**src/rtl/core/led_pkg.sv**
```systemverilog
`timescale 1ns / 1ps
// ----------------------------------------------------------------------------
// led_pkg
// Shared types and constants of the local extremum detector: register
// indexes of the configuration port, field widths and the result record.
// ----------------------------------------------------------------------------
package led_pkg;

  // Fixed field widths
  localparam int PEAK_IDX_W = 12;
  localparam int HALF_WIN_W = 5;
  localparam int CFG_IDX_W  = 1;
  localparam int CFG_DATA_W = 5;

  // Configuration register indexes
  localparam logic [CFG_IDX_W-1:0] CFG_MODE        = 1'b0;
  localparam logic [CFG_IDX_W-1:0] CFG_HALF_WINDOW = 1'b1;

  // Live configuration seen by the sequencer
  typedef struct packed {
    logic                  mode;         // 1 = maxima, 0 = minima
    logic [HALF_WIN_W-1:0] half_window;
  } led_cfg_t;

  // One result record
  typedef struct packed {
    logic [PEAK_IDX_W-1:0] peak_index;
    logic                  peak_valid;
    logic                  end_of_vector;
  } led_result_t;

endpackage

```
**src/rtl/core/led_win_mem.sv**
```systemverilog
`timescale 1ns / 1ps
// ----------------------------------------------------------------------------
// led_win_mem
// Sample window store: one write port, one read port, registered read data.
// ----------------------------------------------------------------------------
module led_win_mem #(
  parameter int DEPTH = 63,
  parameter int WIDTH = 32
) (
  input  logic                     clk,
  input  logic                     wr_en,
  input  logic [$clog2(DEPTH)-1:0] wr_addr,
  input  logic signed [WIDTH-1:0] wr_data,
  input  logic                     rd_en,
  input  logic [$clog2(DEPTH)-1:0] rd_addr,
  output logic signed [WIDTH-1:0] rd_data
);

  logic signed [WIDTH-1:0] mem_r [DEPTH];
  logic signed [WIDTH-1:0] rd_data_r;

  // Write port
  always_ff @(posedge clk) begin
    if (wr_en) begin
      mem_r[wr_addr] <= wr_data;
    end
  end

  // Read port, registered read data
  always_ff @(posedge clk) begin
    if (rd_en) begin
      rd_data_r <= mem_r[rd_addr];
    end
  end

  assign rd_data = rd_data_r;

endmodule

```
**src/rtl/core/led_out_buf.sv**
```systemverilog
`timescale 1ns / 1ps
// ----------------------------------------------------------------------------
// led_out_buf
// Output register between the sequencer and the result channel.
// ----------------------------------------------------------------------------
module led_out_buf
  import led_pkg::*;
(
  input  logic        clk,
  input  logic        rst_n,
  input  logic        push_valid,
  output logic        push_ready,
  input  led_result_t push_data,
  output logic        out_valid,
  input  logic        out_ready,
  output led_result_t out_data
);

  logic        vld_r;
  logic        vld_nxt;
  led_result_t data_r;

  // Take a new record when empty or when the held one leaves this cycle
  assign push_ready = !vld_r || out_ready;

  always_comb begin
    vld_nxt = vld_r;
    if (out_ready) begin
      vld_nxt = 1'b0;
    end
    if (push_valid && push_ready) begin
      vld_nxt = 1'b1;
    end
  end

  always_ff @(posedge clk) begin
    if (!rst_n) begin
      vld_r <= 1'b0;
    end else begin
      vld_r <= vld_nxt;
    end
  end

  // Hold payload
  always_ff @(posedge clk) begin
    if (push_valid && push_ready) begin
      data_r <= push_data;
    end
  end

  assign out_valid = vld_r;
  assign out_data  = data_r;

endmodule

```
**src/rtl/core/led_seq.sv**
```systemverilog
`timescale 1ns / 1ps
// ----------------------------------------------------------------------------
// led_seq
// Sequencer: stores samples in the window memory, scans the window of each
// candidate with one comparator and issues result records.
// ----------------------------------------------------------------------------
module led_seq
  import led_pkg::*;
#(
  parameter int MAX_LENGTH      = 4096,
  parameter int MAX_HALF_WINDOW = 31,
  parameter int SAMPLE_WIDTH    = 32
) (
  input  logic                                     clk,
  input  logic                                     rst_n,
  input  led_cfg_t                                 cfg,
  input  logic                                     in_valid,
  output logic                                     in_ready,
  input  logic signed [SAMPLE_WIDTH-1:0]           in_sample,
  input  logic                                     in_last,
  output logic                                     wr_en,
  output logic [$clog2(2*MAX_HALF_WINDOW+1)-1:0]   wr_addr,
  output logic signed [SAMPLE_WIDTH-1:0]           wr_data,
  output logic                                     rd_en,
  output logic [$clog2(2*MAX_HALF_WINDOW+1)-1:0]   rd_addr,
  input  logic signed [SAMPLE_WIDTH-1:0]           rd_data,
  output logic                                     push_valid,
  input  logic                                     push_ready,
  output led_result_t                              push_data
);

  localparam int WIN_DEPTH = 2 * MAX_HALF_WINDOW + 1;
  localparam int WA        = $clog2(WIN_DEPTH);
  localparam int CW        = $clog2(MAX_LENGTH + 1);
  localparam int KW        = ((CW > WA) ? CW : WA) + 1;
  localparam int LW        = $clog2(WIN_DEPTH + 1);

  typedef enum logic [5:0] {
    ST_IDLE   = 6'b000001,
    ST_CENTER = 6'b000010,
    ST_SCAN   = 6'b000100,
    ST_DECIDE = 6'b001000,
    ST_FINAL  = 6'b010000,
    ST_EMIT   = 6'b100000
  } state_t;

  state_t                   state_r, state_nxt;
  state_t                   ret_r, ret_nxt;
  logic [CW-1:0]            cnt_r, cnt_nxt;
  logic [WA-1:0]            wptr_r, wptr_nxt;
  logic [KW-1:0]            cand_r, cand_nxt;
  logic [KW-1:0]            lim_r, lim_nxt;
  logic [WA-1:0]            cptr_r, cptr_nxt;
  logic [WA-1:0]            rptr_r, rptr_nxt;
  logic [LW-1:0]            left_r, left_nxt;
  logic                     cen_pend_r, cen_pend_nxt;
  logic                     nb_v_r, nb_v_nxt;
  logic                     ok_r, ok_nxt;
  logic                     flush_r, flush_nxt;
  logic                     held_v_r, held_v_nxt;
  logic [PEAK_IDX_W-1:0]    held_idx_r, held_idx_nxt;
  logic signed [SAMPLE_WIDTH-1:0] center_r, center_nxt;
  led_result_t              res_r, res_nxt;

  logic [WA-1:0]            h_eff;
  logic [KW-1:0]            hk;
  logic [KW-1:0]            prior_cnt;
  logic [KW-1:0]            len;
  logic                     stored;
  logic                     accept;
  logic                     worse;
  logic [WA-1:0]            dist_lo;
  logic [KW-1:0]            hi_pos;
  logic [KW-1:0]            span;
  state_t                   after_cand;

  // Advance a window pointer with wrap
  function automatic logic [WA-1:0] ptr_inc(input logic [WA-1:0] p);
    logic [WA-1:0] r;
    r = (p == WA'(WIN_DEPTH - 1)) ? '0 : p + 1'b1;
    return r;
  endfunction

  // Step a window pointer back by d (d below the depth)
  function automatic logic [WA-1:0] ptr_back(input logic [WA-1:0] p,
                                              input logic [WA-1:0] d);
    logic [WA:0] s;
    s = {1'b0, p} + (WA+1)'(WIN_DEPTH) - {1'b0, d};
    if (s >= (WA+1)'(WIN_DEPTH)) begin
      s = s - (WA+1)'(WIN_DEPTH);
    end
    return s[WA-1:0];
  endfunction

  // Clamp half window to the store size
  assign h_eff     = (int'(cfg.half_window) > MAX_HALF_WINDOW) ?
                     WA'(MAX_HALF_WINDOW) : WA'(cfg.half_window);
  assign hk        = KW'(h_eff);
  assign prior_cnt = KW'(cnt_r);
  assign stored    = (int'(cnt_r) < MAX_LENGTH);
  assign len       = stored ? prior_cnt + 1'b1 : prior_cnt;

  assign in_ready = (state_r == ST_IDLE);
  assign accept   = in_valid && in_ready;

  // Store the incoming sample at the write pointer
  assign wr_en   = accept && stored;
  assign wr_addr = wptr_r;
  assign wr_data = in_sample;

  // Window geometry of the current candidate
  assign dist_lo = (cand_r > hk) ? h_eff : WA'(cand_r);
  assign hi_pos  = ((cand_r + hk) > lim_r) ? lim_r : (cand_r + hk);
  assign span    = hi_pos - cand_r + KW'(dist_lo) + 1'b1;

  // Shared comparator
  assign worse = cfg.mode ? (rd_data > center_r) : (rd_data < center_r);

  // Where the flush goes after this candidate
  assign after_cand = ((cand_r + 1'b1) < lim_r) ? ST_CENTER : ST_FINAL;

  assign push_valid = (state_r == ST_EMIT);
  assign push_data  = res_r;

  always_comb begin
    state_nxt    = state_r;
    ret_nxt      = ret_r;
    cnt_nxt      = cnt_r;
    wptr_nxt     = wptr_r;
    cand_nxt     = cand_r;
    lim_nxt      = lim_r;
    cptr_nxt     = cptr_r;
    rptr_nxt     = rptr_r;
    left_nxt     = left_r;
    cen_pend_nxt = cen_pend_r;
    nb_v_nxt     = nb_v_r;
    ok_nxt       = ok_r;
    flush_nxt    = flush_r;
    held_v_nxt   = held_v_r;
    held_idx_nxt = held_idx_r;
    center_nxt   = center_r;
    res_nxt      = res_r;
    rd_en        = 1'b0;
    rd_addr      = rptr_r;

    case (state_r)
      ST_IDLE: begin
        if (accept) begin
          if (stored) begin
            cnt_nxt  = cnt_r + 1'b1;
            wptr_nxt = ptr_inc(wptr_r);
          end
          flush_nxt = in_last;
          if (!in_last) begin
            // Decide the position half a window back
            if (stored && (prior_cnt > hk)) begin
              cand_nxt  = prior_cnt - hk;
              lim_nxt   = prior_cnt;
              cptr_nxt  = ptr_back(wptr_r, h_eff);
              state_nxt = ST_CENTER;
            end
          end else begin
            // Flush every pending position of the vector
            cnt_nxt  = '0;
            wptr_nxt = '0;
            lim_nxt  = len - 1'b1;
            if (prior_cnt > hk) begin
              cand_nxt = prior_cnt - hk;
              cptr_nxt = ptr_back(wptr_r, h_eff);
            end else begin
              cand_nxt = KW'(1);
              cptr_nxt = WA'(1);
            end
            if (((prior_cnt > hk) ? (prior_cnt - hk + 1'b1) : KW'(2)) < len) begin
              state_nxt = ST_CENTER;
            end else begin
              state_nxt = ST_FINAL;
            end
          end
        end
      end

      ST_CENTER: begin
        // Fetch the candidate, set up the neighbor sweep
        rd_en        = 1'b1;
        rd_addr      = cptr_r;
        rptr_nxt     = ptr_back(cptr_r, dist_lo);
        left_nxt     = LW'(span);
        cen_pend_nxt = 1'b1;
        nb_v_nxt     = 1'b0;
        ok_nxt       = 1'b1;
        state_nxt    = ST_SCAN;
      end

      ST_SCAN: begin
        // Issue one read a cycle, compare what returns
        if (left_r != '0) begin
          rd_en    = 1'b1;
          rptr_nxt = ptr_inc(rptr_r);
          left_nxt = left_r - 1'b1;
        end
        nb_v_nxt = (left_r != '0);
        if (cen_pend_r) begin
          center_nxt   = rd_data;
          cen_pend_nxt = 1'b0;
        end
        if (nb_v_r && worse) begin
          ok_nxt = 1'b0;
        end
        if ((left_r == '0) && !nb_v_r && !cen_pend_r) begin
          state_nxt = ST_DECIDE;
        end
      end

      ST_DECIDE: begin
        if (!flush_r) begin
          if (ok_r) begin
            res_nxt   = '{peak_index: PEAK_IDX_W'(cand_r), peak_valid: 1'b1,
                          end_of_vector: 1'b0};
            ret_nxt   = ST_IDLE;
            state_nxt = ST_EMIT;
          end else begin
            state_nxt = ST_IDLE;
          end
        end else begin
          // Keep one peak back so the last one can carry the end mark
          cand_nxt = cand_r + 1'b1;
          cptr_nxt = ptr_inc(cptr_r);
          if (ok_r) begin
            held_v_nxt   = 1'b1;
            held_idx_nxt = PEAK_IDX_W'(cand_r);
          end
          if (ok_r && held_v_r) begin
            res_nxt   = '{peak_index: held_idx_r, peak_valid: 1'b1,
                          end_of_vector: 1'b0};
            ret_nxt   = after_cand;
            state_nxt = ST_EMIT;
          end else begin
            state_nxt = after_cand;
          end
        end
      end

      ST_FINAL: begin
        if (held_v_r) begin
          res_nxt = '{peak_index: held_idx_r, peak_valid: 1'b1, end_of_vector: 1'b1};
        end else begin
          res_nxt = '{peak_index: '0, peak_valid: 1'b0, end_of_vector: 1'b1};
        end
        held_v_nxt = 1'b0;
        ret_nxt    = ST_IDLE;
        state_nxt  = ST_EMIT;
      end

      ST_EMIT: begin
        if (push_ready) begin
          state_nxt = ret_r;
        end
      end

      default: begin
        state_nxt = ST_IDLE;
      end
    endcase
  end

  // Control state
  always_ff @(posedge clk) begin
    if (!rst_n) begin
      state_r    <= ST_IDLE;
      ret_r      <= ST_IDLE;
      cnt_r      <= '0;
      wptr_r     <= '0;
      left_r     <= '0;
      cen_pend_r <= 1'b0;
      nb_v_r     <= 1'b0;
      flush_r    <= 1'b0;
      held_v_r   <= 1'b0;
    end else begin
      state_r    <= state_nxt;
      ret_r      <= ret_nxt;
      cnt_r      <= cnt_nxt;
      wptr_r     <= wptr_nxt;
      left_r     <= left_nxt;
      cen_pend_r <= cen_pend_nxt;
      nb_v_r     <= nb_v_nxt;
      flush_r    <= flush_nxt;
      held_v_r   <= held_v_nxt;
    end
  end

  // Datapath registers
  always_ff @(posedge clk) begin
    cand_r     <= cand_nxt;
    lim_r      <= lim_nxt;
    cptr_r     <= cptr_nxt;
    rptr_r     <= rptr_nxt;
    ok_r       <= ok_nxt;
    held_idx_r <= held_idx_nxt;
    center_r   <= center_nxt;
    res_r      <= res_nxt;
  end

`ifndef SYNTH
  a_cnt_bound: assert property (@(posedge clk) disable iff (!rst_n)
    int'(cnt_r) <= MAX_LENGTH)
    else $error("sample count beyond vector limit");

  a_idle_no_held: assert property (@(posedge clk) disable iff (!rst_n)
    (state_r == ST_IDLE) |-> !held_v_r)
    else $error("held peak left over at idle");

  a_mid_no_eov: assert property (@(posedge clk) disable iff (!rst_n)
    (state_r == ST_EMIT && !flush_r) |-> !res_r.end_of_vector)
    else $error("end mark on a mid-vector result");

  a_flush_end_eov: assert property (@(posedge clk) disable iff (!rst_n)
    (state_r == ST_EMIT && flush_r && ret_r == ST_IDLE) |-> res_r.end_of_vector)
    else $error("flush ended without end mark");

  a_scan_done: assert property (@(posedge clk) disable iff (!rst_n)
    (state_r == ST_SCAN && left_r == '0 && !nb_v_r && !cen_pend_r)
      |=> (state_r == ST_DECIDE))
    else $error("sweep finished without decision");
`endif

endmodule

```
**src/rtl/core/local_extremum_detector.sv**
```systemverilog
`timescale 1ns / 1ps
// ----------------------------------------------------------------------------
// local_extremum_detector
// Reports indices of local minima or maxima of a streamed signed profile.
// ----------------------------------------------------------------------------
// Samples stream in one per transfer; in_last ends the vector. A position is
// a peak when it is neither first nor last and no sample within half_window
// on either side (clipped at the vector ends) is strictly lower (mode 0) or
// strictly higher (mode 1). Each decision trails the input by half_window
// samples; the last sample flushes the pending positions and the final
// result carries end_of_vector (a lone result with peak_valid 0 if no peak
// remains). Samples past MAX_LENGTH are dropped until last. The window lives
// in a single-port-read memory of 2*MAX_HALF_WINDOW+1 entries, and every
// decision sweeps it with one comparator: a sample that decides nothing
// leaves in_ready high, one that decides a position holds in_ready low while
// the clipped window (up to 2*half_window+1 samples) is read one sample at a
// time, and the last sample does so for each of up to half_window pending
// positions, and each result waits in the emit state until the output buffer
// takes it. No clearing pass is needed after reset.
// ----------------------------------------------------------------------------
module local_extremum_detector
  import led_pkg::*;
#(
  parameter int MAX_LENGTH      = 4096,
  parameter int MAX_HALF_WINDOW = 31,
  parameter int SAMPLE_WIDTH    = 32
) (
  input  logic                          clk,
  input  logic                          rst_n,
  input  logic                          cfg_valid,
  output logic                          cfg_ready,
  input  logic [CFG_IDX_W-1:0]          cfg_index,
  input  logic [CFG_DATA_W-1:0]         cfg_data,
  input  logic                          in_valid,
  output logic                          in_ready,
  input  logic signed [SAMPLE_WIDTH-1:0] in_sample,
  input  logic                          in_last,
  output logic                          out_valid,
  input  logic                          out_ready,
  output logic [PEAK_IDX_W-1:0]         out_peak_index,
  output logic                          out_peak_valid,
  output logic                          out_end_of_vector
);

  localparam int WIN_DEPTH = 2 * MAX_HALF_WINDOW + 1;
  localparam int WA        = $clog2(WIN_DEPTH);

  logic                          mode_r;
  logic [HALF_WIN_W-1:0]         half_window_r;
  led_cfg_t                      cfg;
  logic                          wr_en;
  logic [WA-1:0]                 wr_addr;
  logic signed [SAMPLE_WIDTH-1:0] wr_data;
  logic                          rd_en;
  logic [WA-1:0]                 rd_addr;
  logic signed [SAMPLE_WIDTH-1:0] rd_data;
  logic                          push_valid;
  logic                          push_ready;
  led_result_t                   push_data;
  led_result_t                   out_data;

  // Configuration registers, always writable
  assign cfg_ready = 1'b1;

  always_ff @(posedge clk) begin
    if (!rst_n) begin
      mode_r        <= 1'b0;
      half_window_r <= HALF_WIN_W'(1);
    end else if (cfg_valid && cfg_ready) begin
      case (cfg_index)
        CFG_MODE:        mode_r        <= cfg_data[0];
        CFG_HALF_WINDOW: half_window_r <= cfg_data;
        default: begin
        end
      endcase
    end
  end

  assign cfg = '{mode: mode_r, half_window: half_window_r};

  led_seq #(
    .MAX_LENGTH      (MAX_LENGTH),
    .MAX_HALF_WINDOW (MAX_HALF_WINDOW),
    .SAMPLE_WIDTH    (SAMPLE_WIDTH)
  ) u_seq (
    .clk        (clk),
    .rst_n      (rst_n),
    .cfg        (cfg),
    .in_valid   (in_valid),
    .in_ready   (in_ready),
    .in_sample  (in_sample),
    .in_last    (in_last),
    .wr_en      (wr_en),
    .wr_addr    (wr_addr),
    .wr_data    (wr_data),
    .rd_en      (rd_en),
    .rd_addr    (rd_addr),
    .rd_data    (rd_data),
    .push_valid (push_valid),
    .push_ready (push_ready),
    .push_data  (push_data)
  );

  led_win_mem #(
    .DEPTH (WIN_DEPTH),
    .WIDTH (SAMPLE_WIDTH)
  ) u_win_mem (
    .clk     (clk),
    .wr_en   (wr_en),
    .wr_addr (wr_addr),
    .wr_data (wr_data),
    .rd_en   (rd_en),
    .rd_addr (rd_addr),
    .rd_data (rd_data)
  );

  led_out_buf u_out_buf (
    .clk        (clk),
    .rst_n      (rst_n),
    .push_valid (push_valid),
    .push_ready (push_ready),
    .push_data  (push_data),
    .out_valid  (out_valid),
    .out_ready  (out_ready),
    .out_data   (out_data)
  );

  // Split the result record onto the ports
  assign out_peak_index    = out_data.peak_index;
  assign out_peak_valid    = out_data.peak_valid;
  assign out_end_of_vector = out_data.end_of_vector;

endmodule
```
**config.mk**
```make
export PLATFORM = sky130hd
export DESIGN_NAME = local_extremum_detector
export DESIGN_NICKNAME = d
export VERILOG_FILES = /design/src/rtl/core/led_pkg.sv /design/src/rtl/core/led_win_mem.sv /design/src/rtl/core/led_out_buf.sv /design/src/rtl/core/led_seq.sv /design/src/rtl/core/local_extremum_detector.sv
export SDC_FILE = /design/constraint.sdc
export NUM_CORES = 2
export LEC_CHECK = 0
export BUFFER_PORTS_ARGS = -buffer_cell sky130_fd_sc_hd__buf_2
export CORE_MARGIN = 3
export CORE_UTILIZATION = 30
export CTS_CLUSTER_SIZE = 12
export DETAILED_ROUTE_END_ITERATION = 16
export SYNTH_ARGS = -nofsm -noshare
export SYNTH_HDL_FRONTEND = slang
export SYNTH_SLANG_ARGS = --single-unit
```
**constraint.sdc**
```tcl
create_clock -name clk -period 5.45 [get_ports clk]
set_input_delay 0.545 -clock clk [delete_from_list [all_inputs] [get_ports clk]]
set_output_delay 0.545 -clock clk [all_outputs]
set_load 0.005 [all_outputs]
```
==> impl_metrics.csv <==
group,metric,value,unit
clock_tree,cts.sinks,2206,
logic_synthesis,netlist_instances,4717,
grt,grt_max_degree,96,
clock_tree,clockBufferDepth,4,
worst_setup_path,worstPathMaxFanout,5,
floorplan,start_util,30.2,%
pwr,p_leak,0.0320,uW
worst_setup_path,path_cells,"inv_1, ha_1, nor3b_2, nor3_1, o31a_1, nor2_4, nand3_1, xnor2_1, ha_1, nand4_1, or4_1, nand2_1, mux2_2, fa_1, ha_4, o211ai_1, and3b_1, or3_1, a21oi_1",
finish,ff_latch_area,65800,um^2
grt,overflow,0,
finish,final_layout_size_suffix_gt1_share,21.8,%
logic_synthesis,ys_seq_area_share,74.1,%
sta,worst_pin_slew,1340,ps
detailed_routing,firstDrtPassIters,5,
placed_design,routabilityCongestion,0.857,
clock_tree,clk_pin_slew,60,ps
logic_synthesis,synth_top_area_share,73.1,%
pwr,ir_drop,0.298,mV
sta,fin_crit,5090,ps
logic_synthesis,yosys.area_share.simple,3.36,%
sta,finalMaxSlewViolations,0,
clock_tree,htree_levels,4,
sta,relSlewSlack,10.2,%
sta,clock_skew,87.8,ps
logic_synthesis,synth-edff-count,2161,
detailed_routing,drt_iter0_drc,5373,
logic_synthesis,synth_area_leaders,"edfxtp_1 73%, mux4_2 11%, a22oi_1 1.7%, ha_1 1.6%, a21oi_1 1.6%",
logic_synthesis,synth_top_family_by_area,"multiplexers",
worst_setup_path,cp_data_required_time,6200,ps
worst_hold_path,hold_class,"in -> reg",
worst_setup_path,reg2reg_slack,360,ps
detailed_routing,drc,0,
sta,rsz0062_at_grt,"no",
logic_synthesis,synth_area,88800,um^2
placed_design,hpwlAfterDp,139,mm
grt,grt_use_met3,3.06,%
worst_setup_path,rr_startpoint,"half_window_r[2]",
grt,use_met1,21.4,%
worst_setup_path,critical_path_class,"reg -> reg",
logic_synthesis,synthArstFlopShare,0,%
finish,multiInputGateArea,22000,um^2
worst_setup_path,startpoint,"half_window_r[2]",
clock_tree,numCtsBuffers,223,
worst_setup_path,cp.depth,19,
run,drv_cap,0,
sta,period_share,93.4,%
logic_synthesis,synth-adder-area-share,1.85,%
clock_tree,worstSkewPairLatency,880,ps
worst_setup_path,path_buf_inv,1,
grt,grt_pass1_vias,46800,
grt,grt_util_met2,23.6,%
detailed_routing,wl_per_cell,25.8,um
floorplan,die_h,550,um
logic_synthesis,synthMuxAreaShare,12.0,%
logic_synthesis,synth_top_flop_cell,"edfxtp_1",
detailed_routing,ant_nets,0,
finish,synthToLayoutAreaGrowth,14.9,%
sta,max_freq,0.197,GHz
worst_setup_path,r2r_cells,19,
sta,fin_ws,362,ps
worst_setup_path,critPathCapture,"u_seq.left_r[3]",
logic_synthesis,ys_seq_elements,2206,
finish,layout.nets,5165,
worst_setup_path,rr_endpoint,"u_seq.left_r[3]",
floorplan,core_area,294000,um^2
floorplan,io_pins,61,
grt,grt_busiest_layer,"met2",
worst_setup_path,worstSetupStartpointType,"flip-flop",
clock_tree,root_buffer,"clkbuf_16",
logic_synthesis,synth-compound-area-share,5.88,%
finish,fillers,27500,
worst_setup_path,cp_common_cell,"ha_1",
finish,layout.cells.most_common,"edfxtp_1",
logic_synthesis,synthXorXnorAreaFrac,0.977,%
clock_tree,cts_tree,"yes",
run_status,status,"completed",
pwr,p_per_area,378,nW/um^2
detailed_routing,vias,46700,
grt,grt_pass1_wl,336,mm
worst_setup_path,cp.arrival,5840,ps
placed_design,place_ws,120,ps
worst_setup_path,endpoint_kind,"flip-flop",
sta,setup_viol,0,
logic_synthesis,yosys_warnings,0,
sta,final_hold_viol_count,0,
detailed_routing,avgViaCountPerCell,5.17,
floorplan,die_x,550,um
grt,antenna_found_initial,23,
worst_setup_path,crit_slowest_cell,"or4_1",
logic_synthesis,synth_area_leader_cell,"edfxtp_1",
placed_design,port_buffers,59,
detailed_routing,finalWirelength,233,mm
grt,grt_usage,15.1,%
logic_synthesis,synth.distinct_cells,75,
worst_setup_path,critPathTopFamily,"simple AND/OR/NAND/NOR gates",
sta,fin_tns_setup,0,ps
floorplan,dieArea,302000,um^2
worst_setup_path,slowest_delay,500,ps
finish,layout_common_cells,"2,161 x edfxtp_1, 449 x mux4_2, 284 x a21oi_1, 224 x clkbuf_16, 217 x buf_4",
floorplan,floorplan.rows,199,
logic_synthesis,synth.avg_cell_area,18.8,um^2
-- state kept, by name (all words and copies together), names as in the netlist, 3 cells and up --
register            count
u_seq.wr_addr           6
u_seq.push_data        14
u_out_buf.out_data     14
u_seq.ret_r             3
u_seq.cand_r           14
u_win_mem.mem_r      2016
u_win_mem.rd_data      32
u_seq.rptr_r            6
u_seq.cnt_r            13
u_seq.held_idx_r       12
u_seq.cptr_r            6
u_seq.center_r         32
u_seq.lim_r            14
half_window_r           5
u_seq.left_r            6
u_seq.state_r           6
-- how the worst min path moves through the flow --
stage	slack, ps	from	cells after the start	endpoint
floorplan	400	u_seq.push_data[0]	0	u_out_buf.out_data[0]
global placement	410	u_seq.push_data[7]	0	u_out_buf.out_data[7]
detailed placement	400	u_seq.push_data[10]	0	u_out_buf.out_data[10]
CTS	30	cfg_data[4]	3	half_window_r[4]
global route	70	cfg_data[2]	3	half_window_r[2]
finish	70	cfg_data[4]	3	half_window_r[4]
-- per-layer routing --
| layer | part of all wire [%] | wire (um) |
|---|---|---|
| met5 | 0.0099 | 23 |
| met1 | 43 | 100000 |
| met2 | 46 | 108000 |
| met3 | 8.0 | 18700 |
| met4 | 2.6 | 6090 |
-- cell type report --
class	count	share of cell area [%]
multi-input cells	2140	21.6
inverters	114	0.419
repair buffers	310	2.54
clock inverters	51	0.415
clock buffers	278	5.70
well taps	3919	4.81
diodes	12	0.0294
flip-flops and latches	2206	64.5
-- stage by stage --
stage / total power (uW) / instances / hold slack [ps] / area, um^2 / utilization (%)
6_report: 38600 / 9030 / 71.9 / 102000 / 34.7
5_1_grt: 40000 / 9020 / 66.6 / 102000 / 34.7
4_1_cts: 38900 / 9016 / 26.4 / 102000 / 34.6
3_5_place_dp: 25100 / 8686 / 405 / 95700 / 32.5
3_3_place_gp: 25000 / 8686 / 407 / 95700 / 32.5
2_1_floorplan: 23000 / 4719 / 400 / 88800 / -
-- what timing repair did --
action | in CTS | in global routing
hold buffers | 1 | 0
resized for setup | 0 | 7
buffers inserted | 0 | 2
endpoints found under the hold margin | 1 | 0
endpoints found under the setup margin | 0 | 4
-- worst min-delay path, cell delays in order --
cell and delay, ps:
buf_2 100, nand3_1 120, a21boi_0 110
-- Yosys cell counts, types with 12 or more instances --
library cell,n
o21ai_0,94
nand3_1,67
a21boi_0,15
a31oi_1,12
a21oi_1,284
dfxtp_1,45
nor3_1,36
buf_1,27
a22o_1,16
inv_1,114
nor2_1,149
edfxtp_1,2161
xnor2_1,65
a22oi_1,198
nand2_1,164
nor2b_1,24
clkbuf_1,138
a221oi_1,33
or3_1,13
a21o_1,16
a211oi_1,72
ha_1,117
nand4_1,24
mux2i_1,44
xor2_1,34
buf_2,71
and2_1,15
mux4_2,449
buf_6,16
and3_1,16
or4_1,35
-- logic make-up (layout without fill, tap and decap cells) --
kind of cell,after synthesis,in the layout
other,1,15
multiplexers,499,499
AND/OR/NAND/NOR,603,603
flip-flops,2206,2206
adder cells (fa/ha/maj),126,126
buffers and inverters,373,753
AO/OA/AOI/OAI,810,810
XOR/XNOR,99,99
-- report_power, final --
group	internal [uW]	total [uW]	switching [uW]
Combinational	2220	5590	3370
Clock	7660	13800	6140
Sequential	19000	19200	189
Total	28900	38600	9700
No activity file was read; power rests on OpenSTA's default activity.
